===== config.mk =====
export PLATFORM = sky130hd
export DESIGN_NAME = lru_page_buffer_tags
export DESIGN_NICKNAME = d
export VERILOG_FILES = /design/src/rtl/lpbt_pkg.sv /design/src/rtl/lru_page_buffer_tags.sv /design/src/rtl/lpbt_tag_ram.sv /design/src/rtl/lpbt_slot_state.sv
export SDC_FILE = /design/constraint.sdc
export NUM_CORES = 1
export LEC_CHECK = 0
export ABC_CLOCK_PERIOD_IN_PS = 7700
export BUFFER_PORTS_ARGS = -buffer_cell sky130_fd_sc_hd__buf_2
export CORE_MARGIN = 2
export CORE_UTILIZATION = 40
export DETAILED_ROUTE_END_ITERATION = 7
export HOLD_SLACK_MARGIN = 0.06
export MAX_ROUTING_LAYER = met4
export REMOVE_ABC_BUFFERS = 1
export SYNTH_ARGS = -nofsm -noshare
export SYNTH_HDL_FRONTEND = slang
export SYNTH_SLANG_ARGS = --single-unit

===== constraint.sdc =====
create_clock -name clk -period 7.7 [get_ports clk]
set_clock_uncertainty 0.05 [all_clocks]
set_input_delay 2.31 -clock clk [delete_from_list [all_inputs] [get_ports clk]]
set_output_delay 2.31 -clock clk [all_outputs]
set_load 0.01 [all_outputs]

===== src/rtl/lpbt_pkg.sv =====
package lpbt_pkg;

  localparam int SLOTS       = 16;
  localparam int SLOT_W      = $clog2(SLOTS);
  localparam int OP_W        = 2;
  localparam int TID_W       = 6;
  localparam int PAGE_W      = 32;
  localparam int SLOT_PORT_W = 4;

  localparam logic [OP_W-1:0] OP_READ    = 2'd0;
  localparam logic [OP_W-1:0] OP_WRITE   = 2'd1;
  localparam logic [OP_W-1:0] OP_RELEASE = 2'd2;

  typedef logic [SLOT_W-1:0] slot_idx_t;
  typedef logic [SLOT_W:0]   slot_cnt_t;

  typedef struct packed {
    logic      valid;
    logic      dirty;
    logic      pinned;
    slot_idx_t rank;
  } slot_flags_t;

  typedef struct packed {
    logic      en;
    slot_idx_t idx;
    logic      promote;
    slot_idx_t old_rank;
    logic      fill;
    logic      dirty_set;
    logic      pin_we;
    logic      pin_val;
  } slot_cmd_t;

endpackage


===== src/rtl/lru_page_buffer_tags.sv =====
// Completion: done is registered in the update state, and busy is low again in the
// same cycle in which done is high.
// A new transaction is accepted only while idle; each one takes one tag compare per slot
// through the single tag RAM read port, plus a victim tag read and an update state.
// Reset (rst, synchronous): all slots invalid, clean and unpinned, rank = slot index.
// Results cannot be stalled: each is presented for one cycle with done.
module lru_page_buffer_tags
  import lpbt_pkg::*;
(
  input  logic                   clk,
  input  logic                   rst,
  input  logic                   start,
  output logic                   busy,
  input  logic [OP_W-1:0]        opcode,
  input  logic [TID_W-1:0]       file_id,
  input  logic [PAGE_W-1:0]      page_no,
  input  logic                   pin,
  output logic                   done,
  output logic                   hit,
  output logic [SLOT_PORT_W-1:0] slot,
  output logic                   slot_used,
  output logic                   fetch_needed,
  output logic                   writeback_needed,
  output logic [TID_W-1:0]       writeback_table,
  output logic [PAGE_W-1:0]      writeback_page
);

  localparam logic [1:0] ST_IDLE = 2'd0;
  localparam logic [1:0] ST_SCAN = 2'd1;
  localparam logic [1:0] ST_VICT = 2'd2;
  localparam logic [1:0] ST_UPD  = 2'd3;

  logic [1:0]        state;
  logic [OP_W-1:0]   op_r;
  logic [TID_W-1:0]  tid_r;
  logic [PAGE_W-1:0] pn_r;
  logic              pin_r;
  slot_cnt_t         cnt;
  logic              cmp_vld;
  slot_idx_t         cmp_idx;
  logic              found;
  slot_idx_t         found_idx;
  slot_idx_t         found_rank;
  logic              vic_ok;
  slot_idx_t         vic_idx;
  slot_idx_t         vic_rank;
  logic              vic_valid;
  logic              vic_dirty;

  logic              ram_re;
  slot_idx_t         ram_raddr;
  logic [TID_W-1:0]  rd_table;
  logic [PAGE_W-1:0] rd_page;
  logic              tag_we;
  slot_flags_t       flags;
  slot_cmd_t         cmd;

  logic              hit_next;
  slot_idx_t         slot_next;
  logic              used_next;
  logic              fetch_next;
  logic              wb_next;
  logic [SLOT_W+SLOT_PORT_W-1:0] slot_wide;

  assign busy      = (state != ST_IDLE);
  assign ram_re    = ((state == ST_SCAN) && !cnt[SLOT_W]) || (state == ST_VICT);
  assign ram_raddr = (state == ST_VICT) ? vic_idx : cnt[SLOT_W-1:0];

  lpbt_tag_ram u_tag_ram (
    .clk    (clk),
    .we     (tag_we),
    .waddr  (vic_idx),
    .wtable (tid_r),
    .wpage  (pn_r),
    .re     (ram_re),
    .raddr  (ram_raddr),
    .rtable (rd_table),
    .rpage  (rd_page)
  );

  lpbt_slot_state u_slot_state (
    .clk      (clk),
    .rst      (rst),
    .cmd      (cmd),
    .rd_idx   (cmp_idx),
    .rd_flags (flags)
  );

  // decision taken in the update cycle
  always_comb begin
    cmd        = '0;
    hit_next   = 1'b0;
    slot_next  = '0;
    used_next  = 1'b0;
    fetch_next = 1'b0;
    wb_next    = 1'b0;
    tag_we     = 1'b0;
    if (state == ST_UPD) begin
      if (found && (op_r == OP_READ || op_r == OP_WRITE || op_r == OP_RELEASE)) begin
        hit_next  = 1'b1;
        slot_next = found_idx;
        used_next = 1'b1;
        cmd.en       = 1'b1;
        cmd.idx      = found_idx;
        cmd.old_rank = found_rank;
        cmd.pin_we   = 1'b1;
        case (op_r)
          OP_READ: begin
            cmd.promote = 1'b1;
            cmd.pin_val = pin_r;
          end
          OP_WRITE: begin
            cmd.promote   = 1'b1;
            cmd.dirty_set = 1'b1;
          end
          default: begin
          end
        endcase
      end else if (!found && op_r == OP_READ && vic_ok) begin
        slot_next  = vic_idx;
        used_next  = 1'b1;
        fetch_next = 1'b1;
        wb_next    = vic_valid && vic_dirty;
        tag_we     = 1'b1;
        cmd.en       = 1'b1;
        cmd.idx      = vic_idx;
        cmd.old_rank = vic_rank;
        cmd.promote  = 1'b1;
        cmd.fill     = 1'b1;
        cmd.pin_we   = 1'b1;
        cmd.pin_val  = pin_r;
      end
    end
  end

  assign slot_wide = {{SLOT_PORT_W{1'b0}}, slot_next};

  always_ff @(posedge clk) begin
    if (rst) begin
      state   <= ST_IDLE;
      done    <= 1'b0;
      cmp_vld <= 1'b0;
    end else begin
      done <= 1'b0;
      case (state)
        ST_IDLE: begin
          if (start) begin
            state <= ST_SCAN;
          end
        end
        ST_SCAN: begin
          cmp_vld <= !cnt[SLOT_W];
          if (cnt == slot_cnt_t'(SLOTS)) begin
            state <= ST_VICT;
          end
        end
        ST_VICT: begin
          cmp_vld <= 1'b0;
          state   <= ST_UPD;
        end
        ST_UPD: begin
          done  <= 1'b1;
          state <= ST_IDLE;
        end
        default: begin
          state <= ST_IDLE;
        end
      endcase
    end
  end

  always_ff @(posedge clk) begin
    case (state)
      ST_IDLE: begin
        op_r   <= opcode;
        tid_r  <= file_id;
        pn_r   <= page_no;
        pin_r  <= pin;
        cnt    <= '0;
        found  <= 1'b0;
        vic_ok <= 1'b0;
      end
      ST_SCAN: begin
        cnt     <= cnt + 1'b1;
        cmp_idx <= cnt[SLOT_W-1:0];
        if (cmp_vld) begin
          if (!found && flags.valid && rd_table == tid_r && rd_page == pn_r) begin
            found      <= 1'b1;
            found_idx  <= cmp_idx;
            found_rank <= flags.rank;
          end
          if (!flags.pinned && (!vic_ok || flags.rank > vic_rank)) begin
            vic_ok    <= 1'b1;
            vic_idx   <= cmp_idx;
            vic_rank  <= flags.rank;
            vic_valid <= flags.valid;
            vic_dirty <= flags.dirty;
          end
        end
      end
      ST_UPD: begin
        hit              <= hit_next;
        slot             <= slot_wide[SLOT_PORT_W-1:0];
        slot_used        <= used_next;
        fetch_needed     <= fetch_next;
        writeback_needed <= wb_next;
        writeback_table  <= wb_next ? rd_table : '0;
        writeback_page   <= wb_next ? rd_page : '0;
      end
      default: begin
      end
    endcase
  end

endmodule


===== src/rtl/lpbt_tag_ram.sv =====
module lpbt_tag_ram
  import lpbt_pkg::*;
(
  input  logic              clk,
  input  logic              we,
  input  slot_idx_t         waddr,
  input  logic [TID_W-1:0]  wtable,
  input  logic [PAGE_W-1:0] wpage,
  input  logic              re,
  input  slot_idx_t         raddr,
  output logic [TID_W-1:0]  rtable,
  output logic [PAGE_W-1:0] rpage
);

  logic [TID_W-1:0]  mem_table [SLOTS];
  logic [PAGE_W-1:0] mem_page  [SLOTS];

  always_ff @(posedge clk) begin
    if (we) begin
      mem_table[waddr] <= wtable;
      mem_page[waddr]  <= wpage;
    end
  end

  always_ff @(posedge clk) begin
    if (re) begin
      rtable <= mem_table[raddr];
      rpage  <= mem_page[raddr];
    end
  end

endmodule


===== src/rtl/lpbt_slot_state.sv =====
module lpbt_slot_state
  import lpbt_pkg::*;
(
  input  logic        clk,
  input  logic        rst,
  input  slot_cmd_t   cmd,
  input  slot_idx_t   rd_idx,
  output slot_flags_t rd_flags
);

  logic      valid  [SLOTS];
  logic      dirty  [SLOTS];
  logic      pinned [SLOTS];
  slot_idx_t rank   [SLOTS];

  always_ff @(posedge clk) begin
    if (rst) begin
      for (int i = 0; i < SLOTS; i++) begin
        valid[i]  <= 1'b0;
        dirty[i]  <= 1'b0;
        pinned[i] <= 1'b0;
        rank[i]   <= SLOT_W'(i);
      end
    end else if (cmd.en) begin
      for (int i = 0; i < SLOTS; i++) begin
        if (cmd.promote) begin
          if (SLOT_W'(i) == cmd.idx) begin
            rank[i] <= '0;
          end else if (rank[i] < cmd.old_rank) begin
            rank[i] <= rank[i] + 1'b1;
          end
        end
      end
      if (cmd.fill) begin
        valid[cmd.idx] <= 1'b1;
        dirty[cmd.idx] <= 1'b0;
      end
      if (cmd.dirty_set) begin
        dirty[cmd.idx] <= 1'b1;
      end
      if (cmd.pin_we) begin
        pinned[cmd.idx] <= cmd.pin_val;
      end
    end
  end

  assign rd_flags.valid  = valid[rd_idx];
  assign rd_flags.dirty  = dirty[rd_idx];
  assign rd_flags.pinned = pinned[rd_idx];
  assign rd_flags.rank   = rank[rd_idx];

endmodule


# Yosys cells after proc, flatten, opt, wreduce, memory -nomap -nowiden
# Memories as Yosys holds them, arrays and structs flattened. A register that Yosys moved wholly into a read port is not among the register bits.
# Index checks and enable logic that the tools add are counted.
op_classes:
  order_cmp: 17
  n_mux: 269
  eq_ne: 28
  n_reduce_logical: 32
  n_addsub: 17
  n_bitwise: 33
ops:
  columns: ["cell", "count"]
  rows:
  - ["$mux W1", 216]
  - ["$mux W4", 41]
  - ["$add A4 B1 Y4 const B", 16]
  - ["$lt A4 B4 Y1", 16]
  - ["$or A1 B1 Y1", 33]
  - ["$eq A32 B32 Y1", 1]
  - ["$eq A4 B4 Y1 const A", 8]
  - ["$eq A3 B4 Y1 const A", 4]
  - ["$mux W14", 1]
  - ["$reduce_and A3 Y1", 4]
  - ["$mux W11", 1]
  - ["$mux W10", 1]
  - ["$pmux W5 S2", 1]
  - ["$logic_and A1 B1 Y1", 9]
  - ["$eq A2 B4 Y1 const A", 2]
  - ["$mux W2", 4]
  - ["$pmux W2 S4", 1]
  - ["$eq A2 B2 Y1 const B", 3]
  - ["$eq A6 B6 Y1", 1]
  - ["$ne A2 B1 Y1 const B", 3]
  - ["$pmux W1 S2", 3]
  - ["$reduce_bool A2 Y1", 3]
  - ["$add A5 B1 Y5 const B", 1]
  - ["$eq A5 B5 Y1 const B", 1]
  - ["11 further kinds", 22]
totals:
  n_memories: 6
  ff_bits: 119
  mem_bits_rw: 720
mem_list:
  columns: ["name", "depth", "width", "rd", "rd_clocked_by_memory_dff", "write_ports", "line", "text"]
  rows:
  - ["u_tag_ram.mem_page", 16, 32, 1, 1, 1, "lpbt_tag_ram.sv:16", "logic [PAGE_W-1:0] mem_page [SLOTS];"]
  - ["u_tag_ram.mem_table", 16, 6, 1, 1, 1, "lpbt_tag_ram.sv:15", "logic [TID_W-1:0] mem_table [SLOTS];"]
  - ["u_slot_state.rank", 16, 4, 17, 1, 16, "lpbt_slot_state.sv:14", "slot_idx_t rank [SLOTS];"]
  - ["u_slot_state.dirty", 16, 1, 1, 1, 16, "lpbt_slot_state.sv:12", "logic dirty [SLOTS];"]
  - ["u_slot_state.pinned", 16, 1, 1, 1, 16, "lpbt_slot_state.sv:13", "logic pinned [SLOTS];"]
  - ["u_slot_state.valid", 16, 1, 1, 1, 16, "lpbt_slot_state.sv:11", "logic valid [SLOTS];"]

# Logic depth before layout (Yosys ltp)
logic_depth:
  ltp_word: 14
  mapped_depth: 13
  depth_no_buf: 10

# Modules after synthesis
# A second synthesis with hierarchy kept.
unflattened:
  cells_unflattened: 1900
  area_unflattened_um2: 35798.1
modules_own_cells:
  columns: ["module", "n_inst", "cells_per_inst", "area_per_inst_um2"]
  rows:
  - ["lpbt_tag_ram", 1, 989, 23950.5]
  - ["lpbt_slot_state", 1, 600, 6940.4]
  - ["lru_page_buffer_tags", 1, 311, 4907.2]

# Worst setup path before layout
# OpenSTA, ideal clock, no wires.
synth_path:
  path_type: "reg2reg"
  startpoint: "register state[0]"
  endpoint: "memory u_tag_ram.mem_page[4][0], enable pin"
  path_stages_with_launch: 6
  setup_ns: 0.528
  path_slack_ns: 1.322
  period_less_slack_ns: 6.378
  path_buffers: 1
  t_arrival_ns: 5.799
  t_required_ns: 7.122
  path_cell_list: "dfxtp_1 > ha_1 > and2_0 > clkbuf_1 > nand2_1 > nor4_1"
synth_between:
  elab_chain_len: 4
synth_lines:
  columns: ["element", "line", "text"]
  rows:
  - ["from (decl)", "lru_page_buffer_tags.sv:33", "logic [1:0] state;"]
  - ["from (signal assigned)", "lru_page_buffer_tags.sv:140", "state <= ST_IDLE;"]
  - ["from (signal assigned)", "lru_page_buffer_tags.sv:148", "state <= ST_SCAN;"]
  - ["from (signal assigned)", "lru_page_buffer_tags.sv:154", "state <= ST_VICT;"]
  - ["$eq A2 B2 Y1", "lru_page_buffer_tags.sv:98", "if (state == ST_UPD) begin"]
  - ["$mux W1", "lru_page_buffer_tags.sv:98", null]
  - ["$mux W1", "lpbt_tag_ram.sv:19", "if (we) begin"]
  - ["$mux W1 (not written as such)", "lpbt_tag_ram.sv:21", "mem_page[waddr] <= wpage;"]
  - ["to (decl)", "lpbt_tag_ram.sv:16", null]
# Every way passes these cells.

# Worst setup path in the final report
layout_path:
  startpoint: "register state[0]"
  endpoint: "output busy"
layout_between:
  elab_chain_len: 1
layout_lines:
  columns: ["element", "line", "text"]
  rows:
  - ["$reduce_bool A2 Y1", "lru_page_buffer_tags.sv:65", "assign busy = (state != ST_IDLE);"]
  - ["to (decl)", "lru_page_buffer_tags.sv:13", "output logic busy,"]
# Every way passes these cells.

==> impl_metrics.json <==
{
  "status": "completed",
  "tns_ns": 0,
  "clkSinkCount": 882,
  "clkSlewWorstSetupHoldPaths_ns": 0.06,
  "synth_edf_count": 858,
  "post-route-drc-count": 0,
  "r2r.worst_path.cells": 8,
  "avgSynthCellArea_um2": 17.87,
  "netlist_top_cells_area": "edfxtp_1 70%, mux4_2 11%, ha_1 2.5%",
  "fin_crit_sh_pct": 62.72,
  "area_growth_pct": 13.97,
  "period_needed_ns": 4.830,
  "routed_via_density": 5.743,
  "fin_area_um2": 41720,
  "port_buffers": 91,
  "hold_viol": 0,
  "p_per_area_nw_per_um2": 351.6,
  "wl_mm": 88.99,
  "chipHeight_um": 306.5,
  "clk_path_buf_depth": 3,
  "cts_buffers": 92,
  "synth_area_leader_cell": "edfxtp_1",
  "cpMostUsedCell": "inv_1",
  "ios": 92,
  "yosysUniqueCellTypes": 71,
  "cp_cell_sequence": "inv_1 > ha_4 > inv_1 > buf_2",
  "max_stage_delay_ns": 0.83,
  "antenna_cells_inserted": 0,
  "ctsHoldBuffers": 0,
  "root_buffer": "clkbuf_16",
  "ant_nets": 0,
  "initial_utilization_pct": 40.54,
  "finalSetupViolations": 0,
  "overflow": 0,
  "cpMaxStageDelayCell": "ha_4",
  "cp-end-kind": "output pin",
  "r2r-start": "op_r[0]$_DFFE_PP_",
  "synthArstFlopShare_pct": 0,
  "rsz0062_at_grt": "false",
  "hpwl_mm": 47.48,
  "leakagePower_nw": 13.59,
  "critPathLaunchType": "register",
  "critPathKind": "reg2out",
  "endpoint": "busy",
  "drtPass1Iterations": 5,
  "yosysWarnings": 0,
  "ys_seq_area_share_pct": 71.70,
  "synthFlopType": "edfxtp_1",
  "syn_area_um2": 36610,
  "worst_slew_pin_slew_ns": 1.355,
  "postCtsSetupBuffers": 0,
  "cts_resized": 0,
  "worst-path-buf-inv": 3,
  "grt_pass1_vias": 20070,
  "cts_tree": "built",
  "grt_pass1_wl_mm": 131.8,
  "wl_per_cell_um": 26.00,
  "place_congestion": 0.8464,
  "synth_top_area_share_pct": 70.38,
  "peakVddDrop_mv": 0.3458,
  "maxCapViolCount": 0,
  "critPathTopFamily": "adder cells",
  "h-tree-depth": 3,
  "grt_antenna_before_repair": 2,
  "synthCells": 2049,
  "critical_path_depth": 4,
  "layout-drive-gt1-share_pct": 22.57,
  "ys_ff_latch": 882,
  "slew_violations": 0,
  "min_path_type": "reg2reg",
  "required_ns": 5.34,
  "post-route-util_pct": 46.21,
  "worstSkewPairLatency_ns": 0.68,
  "clock.fmax_ghz": 0.2071,
  "fin_nets": 2291,
  "drtIter0Drc": 1847,
  "die_width_um": 306.5,
  "grt_usage_pct": 19.54,
  "crit_arrival_ns": 2.47,
  "nFillCells": 7651,
  "die_area_um2": 93950,
  "r2r-end": "u_slot_state.rank[7][1]$_SDFFCE_PN1P_",
  "placed_area_um2": 38560,
  "r2r_slack_ns": 3.28,
  "grt_max_degree": 126,
  "row_count": 110,
  "core_area_um2": 90290,
  "slew_headroom_pct": 9.588,
  "path_max_fanout": 45,
  "dr_total_vias": 19650,
  "critPathLaunch": "state[0]$_SDFFE_PP0P_"
}
==> cell usage after synthesis, types with 4 or more instances <==
cell type	count
nand3_1	37
nor4_1	8
nor2_1	109
dfxtp_1	24
o21ai_0	23
a21o_1	26
xor2_1	18
inv_1	22
nand2b_1	6
buf_4	12
a31oi_1	44
mux4_2	186
and2_1	88
nand4_1	11
a21oi_1	39
o211ai_1	4
nor3_1	19
nor2b_1	6
a22oi_1	6
clkbuf_1	55
o2111ai_1	12
a211oi_1	40
xnor2_1	54
ha_1	74
mux2i_1	6
or3_1	13
edfxtp_1	858
nand2_1	148
mux2_2	6
buf_2	28
==> metrics by stage <==
stage | std cells | power (mW) | setup slack (ns) | hold slack (ns)
2_1_floorplan | 1950 | 9.529 | -3.302 | 0.3815
3_3_place_gp | 3255 | 10.14 | 2.797 | 0.3967
3_5_place_dp | 3255 | 10.20 | 2.627 | 0.3997
4_1_cts | 3422 | 14.80 | 2.787 | 0.4124
5_1_grt | 3422 | 15.28 | 2.680 | 0.4234
6_report | 3422 | 14.67 | 2.870 | 0.4123
==> where the power goes <==
part	leakage [nW]	switching (mW)	internal [mW]
registers	8.01	0.574	6.11
clock network	1.54	1.88	2.73
logic	4.04	1.89	1.49
total	13.6	4.34	10.3
==> layer usage <==
metal  track usage, %  share of wire (%)  up-vias
met5                -                  0        -
met4            5.062                2.0        0
met3            2.950                5.8      132
met2            30.13                 48      658
met1            27.41                 45    10440
li1                 -                  -     8426
==> flip-flops by register name, indices dropped and copies added, names as in the netlist, 2 cells and up, named ones only <==
name / count
cmp_idx: 4
slot: 4
u_tag_ram.rtable: 6
cnt: 5
pn_r: 32
u_slot_state.dirty: 16
vic_idx: 4
u_tag_ram.mem_page: 512
u_slot_state.pinned: 16
state: 2
found_rank: 4
u_slot_state.rank: 64
found_idx: 4
u_tag_ram.rpage: 32
op_r: 2
u_tag_ram.mem_table: 96
tid_r: 6
writeback_page: 32
writeback_table: 6
u_slot_state.valid: 16
vic_rank: 4
==> layout make-up <==
cell class                      instances  area, um2  share of cell area, %
Inverter                               24      90.09                 0.2159
Sequential cell                       882      26250                  62.91
Tap cell                             1176       1471                  3.527
Clock inverter                         55      690.7                  1.655
Clock buffer                          112       2470                  5.920
Multi-Input combinational cell       1044       9987                  23.94
Timing Repair Buffer                  129      765.7                  1.835
==> layout by cell type (no fill, tap or decap), types with 5 or more instances in the layout <==
master and count:
edfxtp_1 858, and2_1 89, nor3_2 8, mux4_2 186, nor4_2 5, a21oi_1 39, clkinv_2 16, a31oi_1 44
a22oi_1 6, ha_1 72, nand3_1 37, mux2_2 6, nor3_1 13, clkinv_1 17, buf_2 91, clkbuf_1 13
inv_1 22, nor2b_1 6, xor2_1 18, nand4_1 11, clkbuf_8 5, nand2_1 148, nor2_1 99, o21ai_0 23
or3_1 13, nand2b_1 6, a211oi_1 40, clkbuf_16 94, dfxtp_1 24, buf_4 36, a21o_1 25, bufinv_16 13
o2111ai_1 12, nor4_1 6, xnor2_1 54, nor2_4 11
==> how the worst min path moves through the flow <==
| stage | endpoint | slack, ns | depth (start not counted) | startpoint |
|---|---|---|---|---|
| 2_1_floorplan | u_slot_state.valid[9]$_DFF_P_ | 0.38 | 2 | u_slot_state.valid[9]$_DFF_P_ |
| 3_3_place_gp | u_slot_state.valid[9]$_DFF_P_ | 0.40 | 2 | u_slot_state.valid[9]$_DFF_P_ |
| 3_5_place_dp | u_slot_state.valid[5]$_DFF_P_ | 0.40 | 1 | u_slot_state.valid[5]$_DFF_P_ |
| 4_1_cts | u_slot_state.valid[5]$_DFF_P_ | 0.41 | 1 | u_slot_state.valid[5]$_DFF_P_ |
| 5_1_grt | u_slot_state.valid[5]$_DFF_P_ | 0.42 | 1 | u_slot_state.valid[5]$_DFF_P_ |
| 6_report | u_slot_state.valid[5]$_DFF_P_ | 0.41 | 1 | u_slot_state.valid[5]$_DFF_P_ |
==> worst register-to-register path: stages (launching register included) <==
cell and delay [ns]:
edfxtp_1 0.61, nor4b_4 0.46, and2_0 0.94, a22oi_1 0.15, buf_4 0.31, ha_1 0.34
a2111oi_0 0.39, a21oi_1 0.20, o31ai_1 0.58
==> cell families after synthesis <==
family	count (synthesis)	share of synthesized area, %
adder cells (fa/ha/maj)	74	2.529
buffers and inverters	123	1.542
multiplexers	199	11.83
AO/OA/AOI/OAI	226	4.317
flip-flops	882	71.70
XOR/XNOR	72	1.723
AND/OR/NAND/NOR	473	6.364
Note: power is estimated with default switching activity, not from simulation.
